`src/rtl/core/gccg_pkg.sv`:
```
// shared types, constants and corner tables of the grid cell connectivity generator
`default_nettype none
package gccg_pkg;

	// field widths
	localparam int unsigned IDX_W   = 30;
	localparam int unsigned VPE_W   = 11;
	localparam int unsigned NV2_W   = 2 * VPE_W;
	localparam int unsigned VNUM_W  = 31;
	localparam int unsigned SUB_W   = 3;
	localparam int unsigned SLOT_W  = 3;
	localparam int unsigned RES_W   = 5;
	localparam int unsigned CODE_W  = 3;
	localparam int unsigned KIND_W  = 2;
	localparam int unsigned CIDX_W  = 1;

	localparam int unsigned DEF_MAX_EDGE_VERTICES = 1024;

	// divider: quotient bits retired per cycle
	localparam int unsigned DIV_BITS  = 5;
	localparam int unsigned DIV_STEPS = IDX_W / DIV_BITS;
	localparam int unsigned DIV_CNT_W = $clog2(DIV_STEPS);

	// job queue between front and back, depth must be a power of two
	localparam int unsigned QDEPTH = 2;
	localparam int unsigned QPTR_W = $clog2(QDEPTH);
	localparam int unsigned QCNT_W = $clog2(QDEPTH + 1);

	// configuration register indexes
	localparam logic [CIDX_W-1:0] CFG_VPE  = 1'b0;
	localparam logic [CIDX_W-1:0] CFG_KIND = 1'b1;

	typedef enum logic [KIND_W-1:0] {
		KIND_HEXA  = 2'd0,
		KIND_PRISM = 2'd1,
		KIND_TETRA = 2'd2
	} kind_t;

	// one classified cell handed from front to back
	typedef struct packed {
		logic               bad;
		kind_t              kind;
		logic               par;
		logic [VNUM_W-1:0]  base;
		logic [VPE_W-1:0]   nv;
		logic [NV2_W-1:0]   nv2;
	} job_t;

	// corner codes: bit0 +i, bit1 +j, bit2 +k
	localparam logic [CODE_W-1:0] HEXA_CORNERS [8] = '{
		3'd0, 3'd1, 3'd5, 3'd4, 3'd2, 3'd3, 3'd7, 3'd6
	};

	localparam logic [CODE_W-1:0] PRISM_CORNERS [12] = '{
		3'd0, 3'd1, 3'd4, 3'd2, 3'd3, 3'd6,
		3'd1, 3'd5, 3'd4, 3'd3, 3'd7, 3'd6
	};

	localparam logic [CODE_W-1:0] TETRA_EVEN [20] = '{
		3'd0, 3'd1, 3'd2, 3'd4,
		3'd1, 3'd3, 3'd2, 3'd7,
		3'd2, 3'd4, 3'd7, 3'd6,
		3'd1, 3'd4, 3'd5, 3'd7,
		3'd1, 3'd2, 3'd4, 3'd7
	};

	localparam logic [CODE_W-1:0] TETRA_ODD [20] = '{
		3'd0, 3'd3, 3'd2, 3'd6,
		3'd0, 3'd1, 3'd3, 3'd5,
		3'd3, 3'd5, 3'd7, 3'd6,
		3'd5, 3'd4, 3'd6, 3'd0,
		3'd5, 3'd3, 3'd0, 3'd6
	};

	function automatic logic [CODE_W-1:0] corner_code(kind_t kind, logic par,
			logic [RES_W-1:0] r);
		logic [CODE_W-1:0] c;
		c = '0;
		case (kind)
			KIND_HEXA:  c = HEXA_CORNERS[r[2:0]];
			KIND_PRISM: c = PRISM_CORNERS[r[3:0]];
			KIND_TETRA: c = par ? TETRA_ODD[r] : TETRA_EVEN[r];
			default:    c = '0;
		endcase
		return c;
	endfunction

	// index of the last result of a cell
	function automatic logic [RES_W-1:0] last_result(kind_t kind);
		logic [RES_W-1:0] n;
		case (kind)
			KIND_HEXA:  n = 5'd7;
			KIND_PRISM: n = 5'd11;
			KIND_TETRA: n = 5'd19;
			default:    n = '0;
		endcase
		return n;
	endfunction

	// last corner slot of one element
	function automatic logic [SLOT_W-1:0] last_slot(kind_t kind);
		logic [SLOT_W-1:0] n;
		case (kind)
			KIND_HEXA:  n = 3'd7;
			KIND_PRISM: n = 3'd5;
			KIND_TETRA: n = 3'd3;
			default:    n = '0;
		endcase
		return n;
	endfunction

endpackage
`default_nettype wire

```
`src/rtl/core/grid_cell_connectivity_gen_unit.sv`:
```
// top level of the grid cell connectivity generator
// front: a take step, two divisions (load, then six steps of 5 quotient bits each), two
//   multiply steps and a push step that waits while the queue is full; a bad cell skips the
//   remaining steps to the push step, and the input register can hold the next cell meanwhile;
//   back: one vertex item per cycle while out_ready is high, 8, 12 or 20 per cell, one if bad
// reset: asynchronous, active low; vertices_per_edge = 2, element_kind = hexahedron,
//   queue and output empty
`default_nettype none
module grid_cell_connectivity_gen_unit #(
	parameter int unsigned MAX_EDGE_VERTICES = gccg_pkg::DEF_MAX_EDGE_VERTICES
) (
	input  wire logic                          clk,
	input  wire logic                          arst_n,
	// cell items
	input  wire logic                          in_valid,
	output logic                               in_ready,
	input  wire logic [gccg_pkg::IDX_W-1:0]    cell_index,
	// vertex items
	output logic                               out_valid,
	input  wire logic                          out_ready,
	output logic [gccg_pkg::VNUM_W-1:0]        vertex_number,
	output logic [gccg_pkg::SUB_W-1:0]         sub_element,
	output logic [gccg_pkg::SLOT_W-1:0]        corner_slot,
	output logic                               last_of_cell,
	output logic                               bad_cell,
	// configuration writes
	input  wire logic                          cfg_valid,
	output logic                               cfg_ready,
	input  wire logic [gccg_pkg::CIDX_W-1:0]   cfg_index,
	input  wire logic [gccg_pkg::VPE_W-1:0]    cfg_data
);
	// configuration registers
	logic [gccg_pkg::VPE_W-1:0]  cfg_vpe_q;
	gccg_pkg::kind_t             cfg_kind_q;

	// front to queue
	logic                        push;
	gccg_pkg::job_t              push_job;
	logic                        q_full;
	// queue to back
	gccg_pkg::job_t              head;
	logic                        q_empty;
	logic                        pop;

	// register writes are always taken; the user must write only while the block is idle, it is not enforced
	assign cfg_ready = 1'b1;

	always_ff @(posedge clk or negedge arst_n) begin
		if (!arst_n) begin
			cfg_vpe_q  <= gccg_pkg::VPE_W'(2);
			cfg_kind_q <= gccg_pkg::KIND_HEXA;
		end else if (cfg_valid && cfg_ready) begin
			case (cfg_index)
				gccg_pkg::CFG_VPE:  cfg_vpe_q  <= cfg_data;
				// the unused kind code is kept so the front can flag every cell bad
				gccg_pkg::CFG_KIND: cfg_kind_q <= gccg_pkg::kind_t'(cfg_data[1:0]);
				default: ;
			endcase
		end
	end

	// front: input skid register, index split into i j k, base vertex number
	gccg_front #(
		.MAX_EDGE_VERTICES (MAX_EDGE_VERTICES)
	) u_front (
		.clk        (clk),
		.arst_n     (arst_n),
		.in_valid   (in_valid),
		.in_ready   (in_ready),
		.cell_index (cell_index),
		.cfg_vpe    (cfg_vpe_q),
		.cfg_kind   (cfg_kind_q),
		.push       (push),
		.push_job   (push_job),
		.q_full     (q_full)
	);

	// short queue so the front runs ahead while the back is stalled
	gccg_queue u_queue (
		.clk      (clk),
		.arst_n   (arst_n),
		.push     (push),
		.push_job (push_job),
		.full     (q_full),
		.pop      (pop),
		.head     (head),
		.empty    (q_empty)
	);

	// back: corner table walk with output register
	gccg_back u_back (
		.clk           (clk),
		.arst_n        (arst_n),
		.head          (head),
		.q_empty       (q_empty),
		.pop           (pop),
		.out_valid     (out_valid),
		.out_ready     (out_ready),
		.vertex_number (vertex_number),
		.sub_element   (sub_element),
		.corner_slot   (corner_slot),
		.last_of_cell  (last_of_cell),
		.bad_cell      (bad_cell)
	);
endmodule
`default_nettype wire

```
`src/rtl/core/gccg_div.sv`:
```
// iterative restoring divider, several quotient bits per cycle
`default_nettype none
module gccg_div (
	input  wire logic                          clk,
	input  wire logic                          arst_n,
	input  wire logic                          start,
	input  wire logic [gccg_pkg::IDX_W-1:0]    dividend,
	input  wire logic [gccg_pkg::VPE_W-1:0]    divisor,
	output logic                               done,
	output logic [gccg_pkg::IDX_W-1:0]         quot,
	output logic [gccg_pkg::VPE_W-1:0]         rem
);
	localparam int unsigned W  = gccg_pkg::IDX_W;
	localparam int unsigned RW = gccg_pkg::VPE_W;

	logic                             busy_q;
	logic                             done_q;
	logic [gccg_pkg::DIV_CNT_W-1:0]   cnt_q;
	logic [W-1:0]                     q_q;
	logic [RW-1:0]                    r_q;
	logic [RW-1:0]                    d_q;
	logic [W-1:0]                     q_nx;
	logic [RW-1:0]                    r_nx;

	// combinational shift-subtract steps, one per quotient bit
	always_comb begin
		logic [RW:0] t;
		q_nx = q_q;
		r_nx = r_q;
		for (int s = 0; s < int'(gccg_pkg::DIV_BITS); s++) begin
			t = {r_nx, q_nx[W-1]};
			q_nx = {q_nx[W-2:0], 1'b0};
			if (t >= {1'b0, d_q}) begin
				t = t - {1'b0, d_q};
				q_nx[0] = 1'b1;
			end
			r_nx = t[RW-1:0];
		end
	end

	always_ff @(posedge clk or negedge arst_n) begin
		if (!arst_n) begin
			busy_q <= 1'b0;
			done_q <= 1'b0;
			cnt_q  <= '0;
			q_q    <= '0;
			r_q    <= '0;
			d_q    <= '0;
		end else begin
			done_q <= 1'b0;
			if (start) begin
				busy_q <= 1'b1;
				cnt_q  <= '0;
				q_q    <= dividend;
				r_q    <= '0;
				d_q    <= divisor;
			end else if (busy_q) begin
				q_q <= q_nx;
				r_q <= r_nx;
				cnt_q <= cnt_q + 1'b1;
				if (cnt_q == gccg_pkg::DIV_CNT_W'(gccg_pkg::DIV_STEPS - 1)) begin
					busy_q <= 1'b0;
					done_q <= 1'b1;
				end
			end
		end
	end

	assign done = done_q;
	assign quot = q_q;
	assign rem  = r_q;
endmodule
`default_nettype wire

```
`src/rtl/core/gccg_queue.sv`:
```
// short job queue between front and back
`default_nettype none
module gccg_queue (
	input  wire logic             clk,
	input  wire logic             arst_n,
	input  wire logic             push,
	input  wire gccg_pkg::job_t   push_job,
	output logic                  full,
	input  wire logic             pop,
	output gccg_pkg::job_t        head,
	output logic                  empty
);
	gccg_pkg::job_t                  entries_q [gccg_pkg::QDEPTH];
	logic [gccg_pkg::QPTR_W-1:0]     wr_ptr_q;
	logic [gccg_pkg::QPTR_W-1:0]     rd_ptr_q;
	logic [gccg_pkg::QCNT_W-1:0]     cnt_q;

	assign full  = (cnt_q == gccg_pkg::QCNT_W'(gccg_pkg::QDEPTH));
	assign empty = (cnt_q == '0);
	assign head  = entries_q[rd_ptr_q];

	always_ff @(posedge clk) begin
		if (push) begin
			entries_q[wr_ptr_q] <= push_job;
		end
	end

	always_ff @(posedge clk or negedge arst_n) begin
		if (!arst_n) begin
			wr_ptr_q <= '0;
			rd_ptr_q <= '0;
			cnt_q    <= '0;
		end else begin
			if (push) begin
				wr_ptr_q <= wr_ptr_q + 1'b1;
			end
			if (pop) begin
				rd_ptr_q <= rd_ptr_q + 1'b1;
			end
			if (push && !pop) begin
				cnt_q <= cnt_q + 1'b1;
			end else if (pop && !push) begin
				cnt_q <= cnt_q - 1'b1;
			end
		end
	end
endmodule
`default_nettype wire

```
`src/rtl/core/gccg_front.sv`:
```
// front: takes cell items, splits the index into i j k and forms the base vertex
`default_nettype none
module gccg_front #(
	parameter int unsigned MAX_EDGE_VERTICES = gccg_pkg::DEF_MAX_EDGE_VERTICES
) (
	input  wire logic                          clk,
	input  wire logic                          arst_n,
	input  wire logic                          in_valid,
	output logic                               in_ready,
	input  wire logic [gccg_pkg::IDX_W-1:0]    cell_index,
	input  wire logic [gccg_pkg::VPE_W-1:0]    cfg_vpe,
	input  wire gccg_pkg::kind_t               cfg_kind,
	output logic                               push,
	output gccg_pkg::job_t                     push_job,
	input  wire logic                          q_full
);
	localparam int unsigned VW  = gccg_pkg::VPE_W;
	localparam int unsigned IW  = gccg_pkg::IDX_W;
	localparam int unsigned NW  = gccg_pkg::NV2_W;
	localparam int unsigned OW  = gccg_pkg::VNUM_W;
	localparam logic [31:0] MAX_V = 32'(MAX_EDGE_VERTICES);

	typedef enum logic [2:0] {
		ST_IDLE, ST_DIV1, ST_DIV2, ST_MULY, ST_MULZ, ST_SUM
	} state_t;

	state_t              state_q;
	logic                buf_v_q;
	logic [IW-1:0]       buf_idx_q;
	logic                bad_q;
	gccg_pkg::kind_t     kind_q;
	logic [VW-1:0]       nv_q;
	logic [VW-1:0]       nc_q;
	logic [NW-1:0]       nv2_q;
	logic [VW-1:0]       ci_q;
	logic [VW-1:0]       cj_q;
	logic [VW-1:0]       ck_q;
	logic [NW-1:0]       py_q;
	logic [OW-1:0]       pz_q;

	logic [VW-1:0]       nv_eff;
	logic [VW-1:0]       nc_eff;
	logic                cfg_ok;
	logic                take;
	logic                div_start;
	logic [IW-1:0]       div_dividend;
	logic [VW-1:0]       div_divisor;
	logic                div_done;
	logic [IW-1:0]       div_quot;
	logic [VW-1:0]       div_rem;

	always_comb begin
		nv_eff = ({{(32 - VW){1'b0}}, cfg_vpe} > MAX_V) ? VW'(MAX_EDGE_VERTICES) : cfg_vpe;
		nc_eff = (nv_eff >= VW'(2)) ? nv_eff - 1'b1 : '0;
		cfg_ok = (nc_eff != '0) && (cfg_kind == gccg_pkg::KIND_HEXA
			|| cfg_kind == gccg_pkg::KIND_PRISM || cfg_kind == gccg_pkg::KIND_TETRA);
	end

	assign in_ready     = !buf_v_q;
	assign take         = (state_q == ST_IDLE) && buf_v_q;
	assign div_start    = (take && cfg_ok) || ((state_q == ST_DIV1) && div_done);
	assign div_dividend = take ? buf_idx_q : div_quot;
	assign div_divisor  = take ? nc_eff : nc_q;

	gccg_div u_div (
		.clk      (clk),
		.arst_n   (arst_n),
		.start    (div_start),
		.dividend (div_dividend),
		.divisor  (div_divisor),
		.done     (div_done),
		.quot     (div_quot),
		.rem      (div_rem)
	);

	assign push = (state_q == ST_SUM) && !q_full;

	always_comb begin
		push_job.bad  = bad_q;
		push_job.kind = kind_q;
		push_job.par  = ci_q[0] ^ cj_q[0] ^ ck_q[0];
		push_job.base = {{(OW - VW){1'b0}}, ci_q} + {{(OW - NW){1'b0}}, py_q}
			+ pz_q + OW'(1);
		push_job.nv   = nv_q;
		push_job.nv2  = nv2_q;
	end

	always_ff @(posedge clk or negedge arst_n) begin
		if (!arst_n) begin
			state_q   <= ST_IDLE;
			buf_v_q   <= 1'b0;
			buf_idx_q <= '0;
			bad_q     <= 1'b0;
			kind_q    <= gccg_pkg::KIND_HEXA;
			nv_q      <= '0;
			nc_q      <= '0;
			nv2_q     <= '0;
			ci_q      <= '0;
			cj_q      <= '0;
			ck_q      <= '0;
			py_q      <= '0;
			pz_q      <= '0;
		end else begin
			if (in_valid && in_ready) begin
				buf_v_q   <= 1'b1;
				buf_idx_q <= cell_index;
			end else if (take) begin
				buf_v_q <= 1'b0;
			end
			case (state_q)
				ST_IDLE: begin
					if (buf_v_q) begin
						nv_q   <= nv_eff;
						nc_q   <= nc_eff;
						kind_q <= cfg_kind;
						ci_q   <= '0;
						cj_q   <= '0;
						ck_q   <= '0;
						py_q   <= '0;
						pz_q   <= '0;
						if (cfg_ok) begin
							bad_q   <= 1'b0;
							state_q <= ST_DIV1;
						end else begin
							bad_q   <= 1'b1;
							state_q <= ST_SUM;
						end
					end
				end
				ST_DIV1: begin
					nv2_q <= NW'({{(NW - VW){1'b0}}, nv_q} * {{(NW - VW){1'b0}}, nv_q});
					if (div_done) begin
						ci_q    <= div_rem;
						state_q <= ST_DIV2;
					end
				end
				ST_DIV2: begin
					if (div_done) begin
						cj_q <= div_rem;
						ck_q <= div_quot[VW-1:0];
						// k beyond the grid means index past (V-1)^3
						if (div_quot >= {{(IW - VW){1'b0}}, nc_q}) begin
							bad_q   <= 1'b1;
							state_q <= ST_SUM;
						end else begin
							state_q <= ST_MULY;
						end
					end
				end
				ST_MULY: begin
					py_q    <= NW'({{(NW - VW){1'b0}}, cj_q} * {{(NW - VW){1'b0}}, nv_q});
					state_q <= ST_MULZ;
				end
				ST_MULZ: begin
					pz_q    <= OW'({{NW{1'b0}}, ck_q} * {{VW{1'b0}}, nv2_q});
					state_q <= ST_SUM;
				end
				ST_SUM: begin
					if (!q_full) begin
						state_q <= ST_IDLE;
					end
				end
				default: state_q <= ST_IDLE;
			endcase
		end
	end
endmodule
`default_nettype wire

```
`src/rtl/core/gccg_back.sv`:
```
// back: walks the corner table of a queued cell, one vertex item per cycle while out_ready is high
`default_nettype none
module gccg_back (
	input  wire logic                          clk,
	input  wire logic                          arst_n,
	input  wire gccg_pkg::job_t                head,
	input  wire logic                          q_empty,
	output logic                               pop,
	output logic                               out_valid,
	input  wire logic                          out_ready,
	output logic [gccg_pkg::VNUM_W-1:0]        vertex_number,
	output logic [gccg_pkg::SUB_W-1:0]         sub_element,
	output logic [gccg_pkg::SLOT_W-1:0]        corner_slot,
	output logic                               last_of_cell,
	output logic                               bad_cell
);
	localparam int unsigned OW = gccg_pkg::VNUM_W;
	localparam int unsigned VW = gccg_pkg::VPE_W;
	localparam int unsigned NW = gccg_pkg::NV2_W;

	logic [gccg_pkg::RES_W-1:0]   r_q;
	logic [gccg_pkg::SUB_W-1:0]   sub_q;
	logic [gccg_pkg::SLOT_W-1:0]  slot_q;
	logic                         out_valid_q;
	logic [OW-1:0]                vnum_q;
	logic [gccg_pkg::SUB_W-1:0]   osub_q;
	logic [gccg_pkg::SLOT_W-1:0]  oslot_q;
	logic                         olast_q;
	logic                         obad_q;

	logic                         adv;
	logic                         fire;
	logic                         last;
	logic [gccg_pkg::CODE_W-1:0]  code;
	logic [OW-1:0]                offset;

	assign adv  = !out_valid_q || out_ready;
	assign fire = adv && !q_empty;
	assign last = head.bad || (r_q == gccg_pkg::last_result(head.kind));
	assign pop  = fire && last;

	always_comb begin
		code   = gccg_pkg::corner_code(head.kind, head.par, r_q);
		offset = {{(OW - 1){1'b0}}, code[0]}
			+ (code[1] ? {{(OW - VW){1'b0}}, head.nv} : '0)
			+ (code[2] ? {{(OW - NW){1'b0}}, head.nv2} : '0);
	end

	always_ff @(posedge clk or negedge arst_n) begin
		if (!arst_n) begin
			out_valid_q <= 1'b0;
			r_q         <= '0;
			sub_q       <= '0;
			slot_q      <= '0;
		end else begin
			if (adv) begin
				out_valid_q <= !q_empty;
			end
			if (fire) begin
				if (last) begin
					r_q    <= '0;
					sub_q  <= '0;
					slot_q <= '0;
				end else begin
					r_q <= r_q + 1'b1;
					if (slot_q == gccg_pkg::last_slot(head.kind)) begin
						slot_q <= '0;
						sub_q  <= sub_q + 1'b1;
					end else begin
						slot_q <= slot_q + 1'b1;
					end
				end
			end
		end
	end

	always_ff @(posedge clk) begin
		if (fire) begin
			if (head.bad) begin
				vnum_q  <= '0;
				osub_q  <= '0;
				oslot_q <= '0;
				olast_q <= 1'b1;
				obad_q  <= 1'b1;
			end else begin
				vnum_q  <= head.base + offset;
				osub_q  <= sub_q;
				oslot_q <= slot_q;
				olast_q <= last;
				obad_q  <= 1'b0;
			end
		end
	end

	assign out_valid     = out_valid_q;
	assign vertex_number = vnum_q;
	assign sub_element   = osub_q;
	assign corner_slot   = oslot_q;
	assign last_of_cell  = olast_q;
	assign bad_cell      = obad_q;
endmodule
`default_nettype wire

```
`config.mk`:
```
export PLATFORM = sky130hd
export DESIGN_NAME = grid_cell_connectivity_gen_unit
export DESIGN_NICKNAME = d
export VERILOG_FILES = /design/src/rtl/core/gccg_pkg.sv /design/src/rtl/core/grid_cell_connectivity_gen_unit.sv /design/src/rtl/core/gccg_div.sv /design/src/rtl/core/gccg_queue.sv /design/src/rtl/core/gccg_front.sv /design/src/rtl/core/gccg_back.sv
export SDC_FILE = /design/constraint.sdc
export NUM_CORES = 2
export LEC_CHECK = 0
export ABC_AREA = 1
export BUFFER_PORTS_ARGS = -buffer_cell sky130_fd_sc_hd__buf_2
export CAP_MARGIN = 20
export CELL_PAD_IN_SITES_DETAIL_PLACEMENT = 1
export CELL_PAD_IN_SITES_GLOBAL_PLACEMENT = 2
export CORE_ASPECT_RATIO = 1.75
export CORE_MARGIN = 10
export CORE_UTILIZATION = 36
export CTS_CLUSTER_SIZE = 10
export DETAILED_ROUTE_END_ITERATION = 7
export PLACE_DENSITY_LB_ADDON = 0.05
export SETUP_SLACK_MARGIN = 0.1
export SKIP_CTS_REPAIR_TIMING = 1
export SLEW_MARGIN = 0
export SYNTH_ARGS = -nofsm -noshare
export SYNTH_HDL_FRONTEND = slang
export SYNTH_HIERARCHICAL = 1
export SYNTH_SLANG_ARGS = --single-unit
```
`constraint.sdc`:
```
create_clock -name clk -period 8.55 [get_ports clk]
set_input_delay 1.71 -clock clk [delete_from_list [all_inputs] [get_ports clk]]
set_output_delay 1.71 -clock clk [all_outputs]
set_load 0.02 [all_outputs]
```
==> impl_metrics.py <==
metrics = {
    "logic_synthesis": {
        "synth_compound_area_share_pct": 8.73,
        "synthDistinctLibCells": 71,
        "yosys.area_share.simple_pct": 19.3,
        "synthCells": 4905,
        "synth_area_mm2": 0.0404,
        "synth.area.mux_share_pct": 2.85,
        "synth_fa_ha_area_share_pct": 27.1,
        "ys_ff_latch": 427,
        "synth_ff_type": "dfrtp_1",
        "postSynthAreaPerCell_um2": 8.24,
        "synthArstFlopShare_pct": 59.0,
        "synth-xor-area-share_pct": 2.64,
        "ys_seq_area_share_pct": 28.6,
        "synth_warnings": 6,
        "synth_edf_count": 175,
        "synth_top_family_by_area": "adder cells",
    },
    "drt": {
        "vias_per_cell": 4.98,
        "dr.pass1.iters": 5,
        "drtIter0Drc": 1269,
        "vias": 33300,
        "ant_nets": 0,
        "wirelength_um": 141000,
        "wl_per_cell_um": 21.1,
        "drc": 0,
    },
    "global_route": {
        "grt_pass1_vias": 36600,
        "grt_max_degree": 107,
        "gr-total-overflow": 0,
        "antenna_found_initial": 8,
        "grt_pass1_wl_um": 216000,
        "grtUsageTotal_pct": 22.2,
    },
    "worst_setup_path": {
        "worst_r2r_endpoint": "u_front/u_div/rem[7]",
        "critical_path_class": "reg -> reg",
        "r2r_cells": 61,
        "cp.arrival_ns": 8.55,
        "required_ns": 9.08,
        "crit_end": "u_front/u_div/rem[7]",
        "rr_startpoint": "u_front/u_div/d_q[0]",
        "worst_path_max_delay_cell": "dfrtp_1",
        "critPathMostFrequentCell": "nand3_4",
        "slowest_delay_ns": 0.41,
        "r2r_slack_ns": 0.52,
        "critPathMaxFanout": 7,
        "end_kind": "flop",
        "startpoint": "u_front/u_div/d_q[0]",
        "worst_setup_path_start_kind": "flop",
    },
    "place": {
        "hpwl_um": 115000,
        "gpl.final_weighted_congestion": 0.877,
        "dpl-instance-area_mm2": 0.0441,
        "portBuffers": 87,
        "dp_slack_ns": -0.405,
    },
    "sta": {
        "fin_hold_ws_ns": 0.464,
        "slew_viol_final": 0,
        "fin_ws_ns": 0.525,
        "worst_pin_slew_ns": 0.969,
        "skew_ns": 0.0709,
        "fmax_mhz": 125,
        "final-hold-violation-count": 0,
        "post-route-period-util_pct": 93.9,
        "relSlewSlack_pct": 35.0,
        "setup_violations": 0,
        "period_needed_ns": 8.03,
    },
    "finish": {
        "design_area_mm2": 0.0470,
        "utilization_pct": 42.2,
        "final_nets": 5902,
        "syn_to_final_growth_pct": 16.3,
        "nFillCells": 13300,
        "drive_gt1_share_pct": 16.8,
    },
    "clock_network": {
        "cts.clk_slew.worst_paths_ns": 0.06,
        "cts_buffer_depth": 3,
        "htree_num_levels": 2,
        "clock_latency_ns": 0.66,
        "root_buffer": "clkbuf_16",
        "clock_sinks": 427,
        "cts-buffers-inserted": 50,
        "cts_tree": "done",
    },
    "die": {
        "die-area_mm2": 0.127,
        "coreArea_mm2": 0.111,
        "dieHeight_um": 463,
        "num_io_pins": 89,
        "rows": 162,
        "die_x_um": 273,
        "floorplan.initialDensity_pct": 36.3,
    },
    "worst_hold_path": {
        "min_path_type": "reg -> reg",
    },
    "run_status": {
        "status": "finished clean",
    },
    "job": {
        "max_cap_violations": 0,
    },
}
[area by class of cell]
type | instances | area (um2) | area share, %
inverter | 951 | 3580 | 7.61
timing repair buffer | 383 | 2790 | 5.92
antenna | 1 | 2.50 | 0.00532
multi-input combinational | 3371 | 25800 | 54.8
clock inverter | 6 | 87.6 | 0.186
clock buffer | 76 | 1380 | 2.93
sequential | 427 | 11600 | 24.6
tap | 1476 | 1850 | 3.93
[cell usage in the layout (no fill, tap or decap), types with 23 or more instances in the layout]
cell	synthesis	layout
nand2_1	1288	1241
inv_1	929	896
fa_1	344	340
ha_1	327	287
buf_4	8	280
dfrtp_1	251	250
nor2_1	208	199
o21ai_0	213	190
a21oi_1	203	187
nand3_1	196	183
edfxtp_1	175	175
mux2_2	88	88
buf_2	16	86
nand2_2	37	72
xor2_1	68	65
clkbuf_16	0	52
xnor2_1	54	52
inv_2	18	49
ha_4	0	39
nand4_1	36	36
o21ai_1	28	34
nor3_1	28	24
clkbuf_1	127	23
[state kept, by name, indices dropped and copies added (netlist names), 3 cells and up]
signal and cells:
u_queue/entries_q 136, u_back/vertex_number 31, u_front/pz_q 31, u_front/buf_idx_q 30, u_front/u_div/quot 30, u_front/py_q 22, u_front/nv2_q 21, cfg_vpe_q 11
u_front/ci_q 11, u_front/cj_q 11, u_front/ck_q 11, u_front/nc_q 11, u_front/nv_q 11, u_front/u_div/d_q 11, u_front/u_div/rem 11, u_back/r_q 5
u_back/corner_slot 3, u_back/slot_q 3, u_back/sub_element 3, u_back/sub_q 3, u_front/state_q 3, u_front/u_div/cnt_q 3
[metrics by stage]
step | TNS (ns) | cells
5_1_grt | -0.0363 | 6691
2_1_floorplan | 0 | 4910
4_1_cts | -5.40 | 6657
3_3_place_gp | -2.19 | 6575
6_report | 0 | 6691
3_5_place_dp | -4.53 | 6575
[routing by layer]
layer / GRT usage [%] / part of all wire, % / wire length, um
met5: 0 / 0 / 0
met4: 7.99 / 4.5 / 6300
met3: 1.67 / 1.9 / 2660
met2: 45.1 / 58 / 81000
met1: 22.7 / 36 / 50900
[cell usage after synthesis (all sizes together) (8+ instances only)]
cell    number  area (um2)
a22oi       10        80.1
nor4        16         100
o211ai      17         133
edfxtp     175        5260
a31oi       11        75.1
dfrtp      251        6280
nor3        30         160
nor2       220         871
or2         12        75.1
xnor2       54         473
nand4       38         250
xor2        68         596
ha         327        4090
o21bai      17         143
clkbuf     127         477
o21ai      246        1250
mux2        98        1140
inv        947        3550
o21a         8        60.1
nand3      210        1140
a21oi      208        1060
a21o         9        67.6
a22o         8        70.1
o221ai      15         131
buf         37         290
fa         344        6890
a21boi      27         274
nand2     1327        5090
[how the worst min path moves through the flow]
stage                            startpoint  slack [ns]                  endpoint  cells past startpoint
after detailed placement  u_front/nv2_q[21]        0.47         u_front/nv2_q[21]                      2
final                      u_front/nv2_q[4]        0.46   u_queue/entries_q[1][4]                      0
after global placement     u_front/nv2_q[7]        0.46   u_queue/entries_q[0][7]                      0
after CTS                  u_front/nv2_q[4]        0.47   u_queue/entries_q[1][4]                      0
after floorplan             u_front/nv_q[8]        0.44  u_queue/entries_q[0][30]                      0
after global routing       u_front/nv2_q[4]        0.49   u_queue/entries_q[1][4]                      0
[cell families (layout without fill, tap and decap cells)]
group,Yosys count,in the layout
AO/OA/AOI/OAI,598,598
XOR/XNOR,122,122
adder cells (fa/ha/maj),671,671
buffers and inverters,1115,1416
flip-flops,427,427
multiplexers,99,99
other,3,9
AND/OR/NAND/NOR,1870,1873
[worst max-delay path: cells and delay by family (launching register included)]
kind | cells | cell delay [ns]
adders and majority gates | 6 | 1.61
buffers and inverters | 16 | 1.74
muxes | 1 | 0.22
DFF | 1 | 0.41
and+or+nand+nor | 30 | 2.86
AOI/OAI and AO/OA | 8 | 1.05
Power is not shown: default switching activity piles up to over one toggle a cycle in this logic, so the estimate is an artifact.
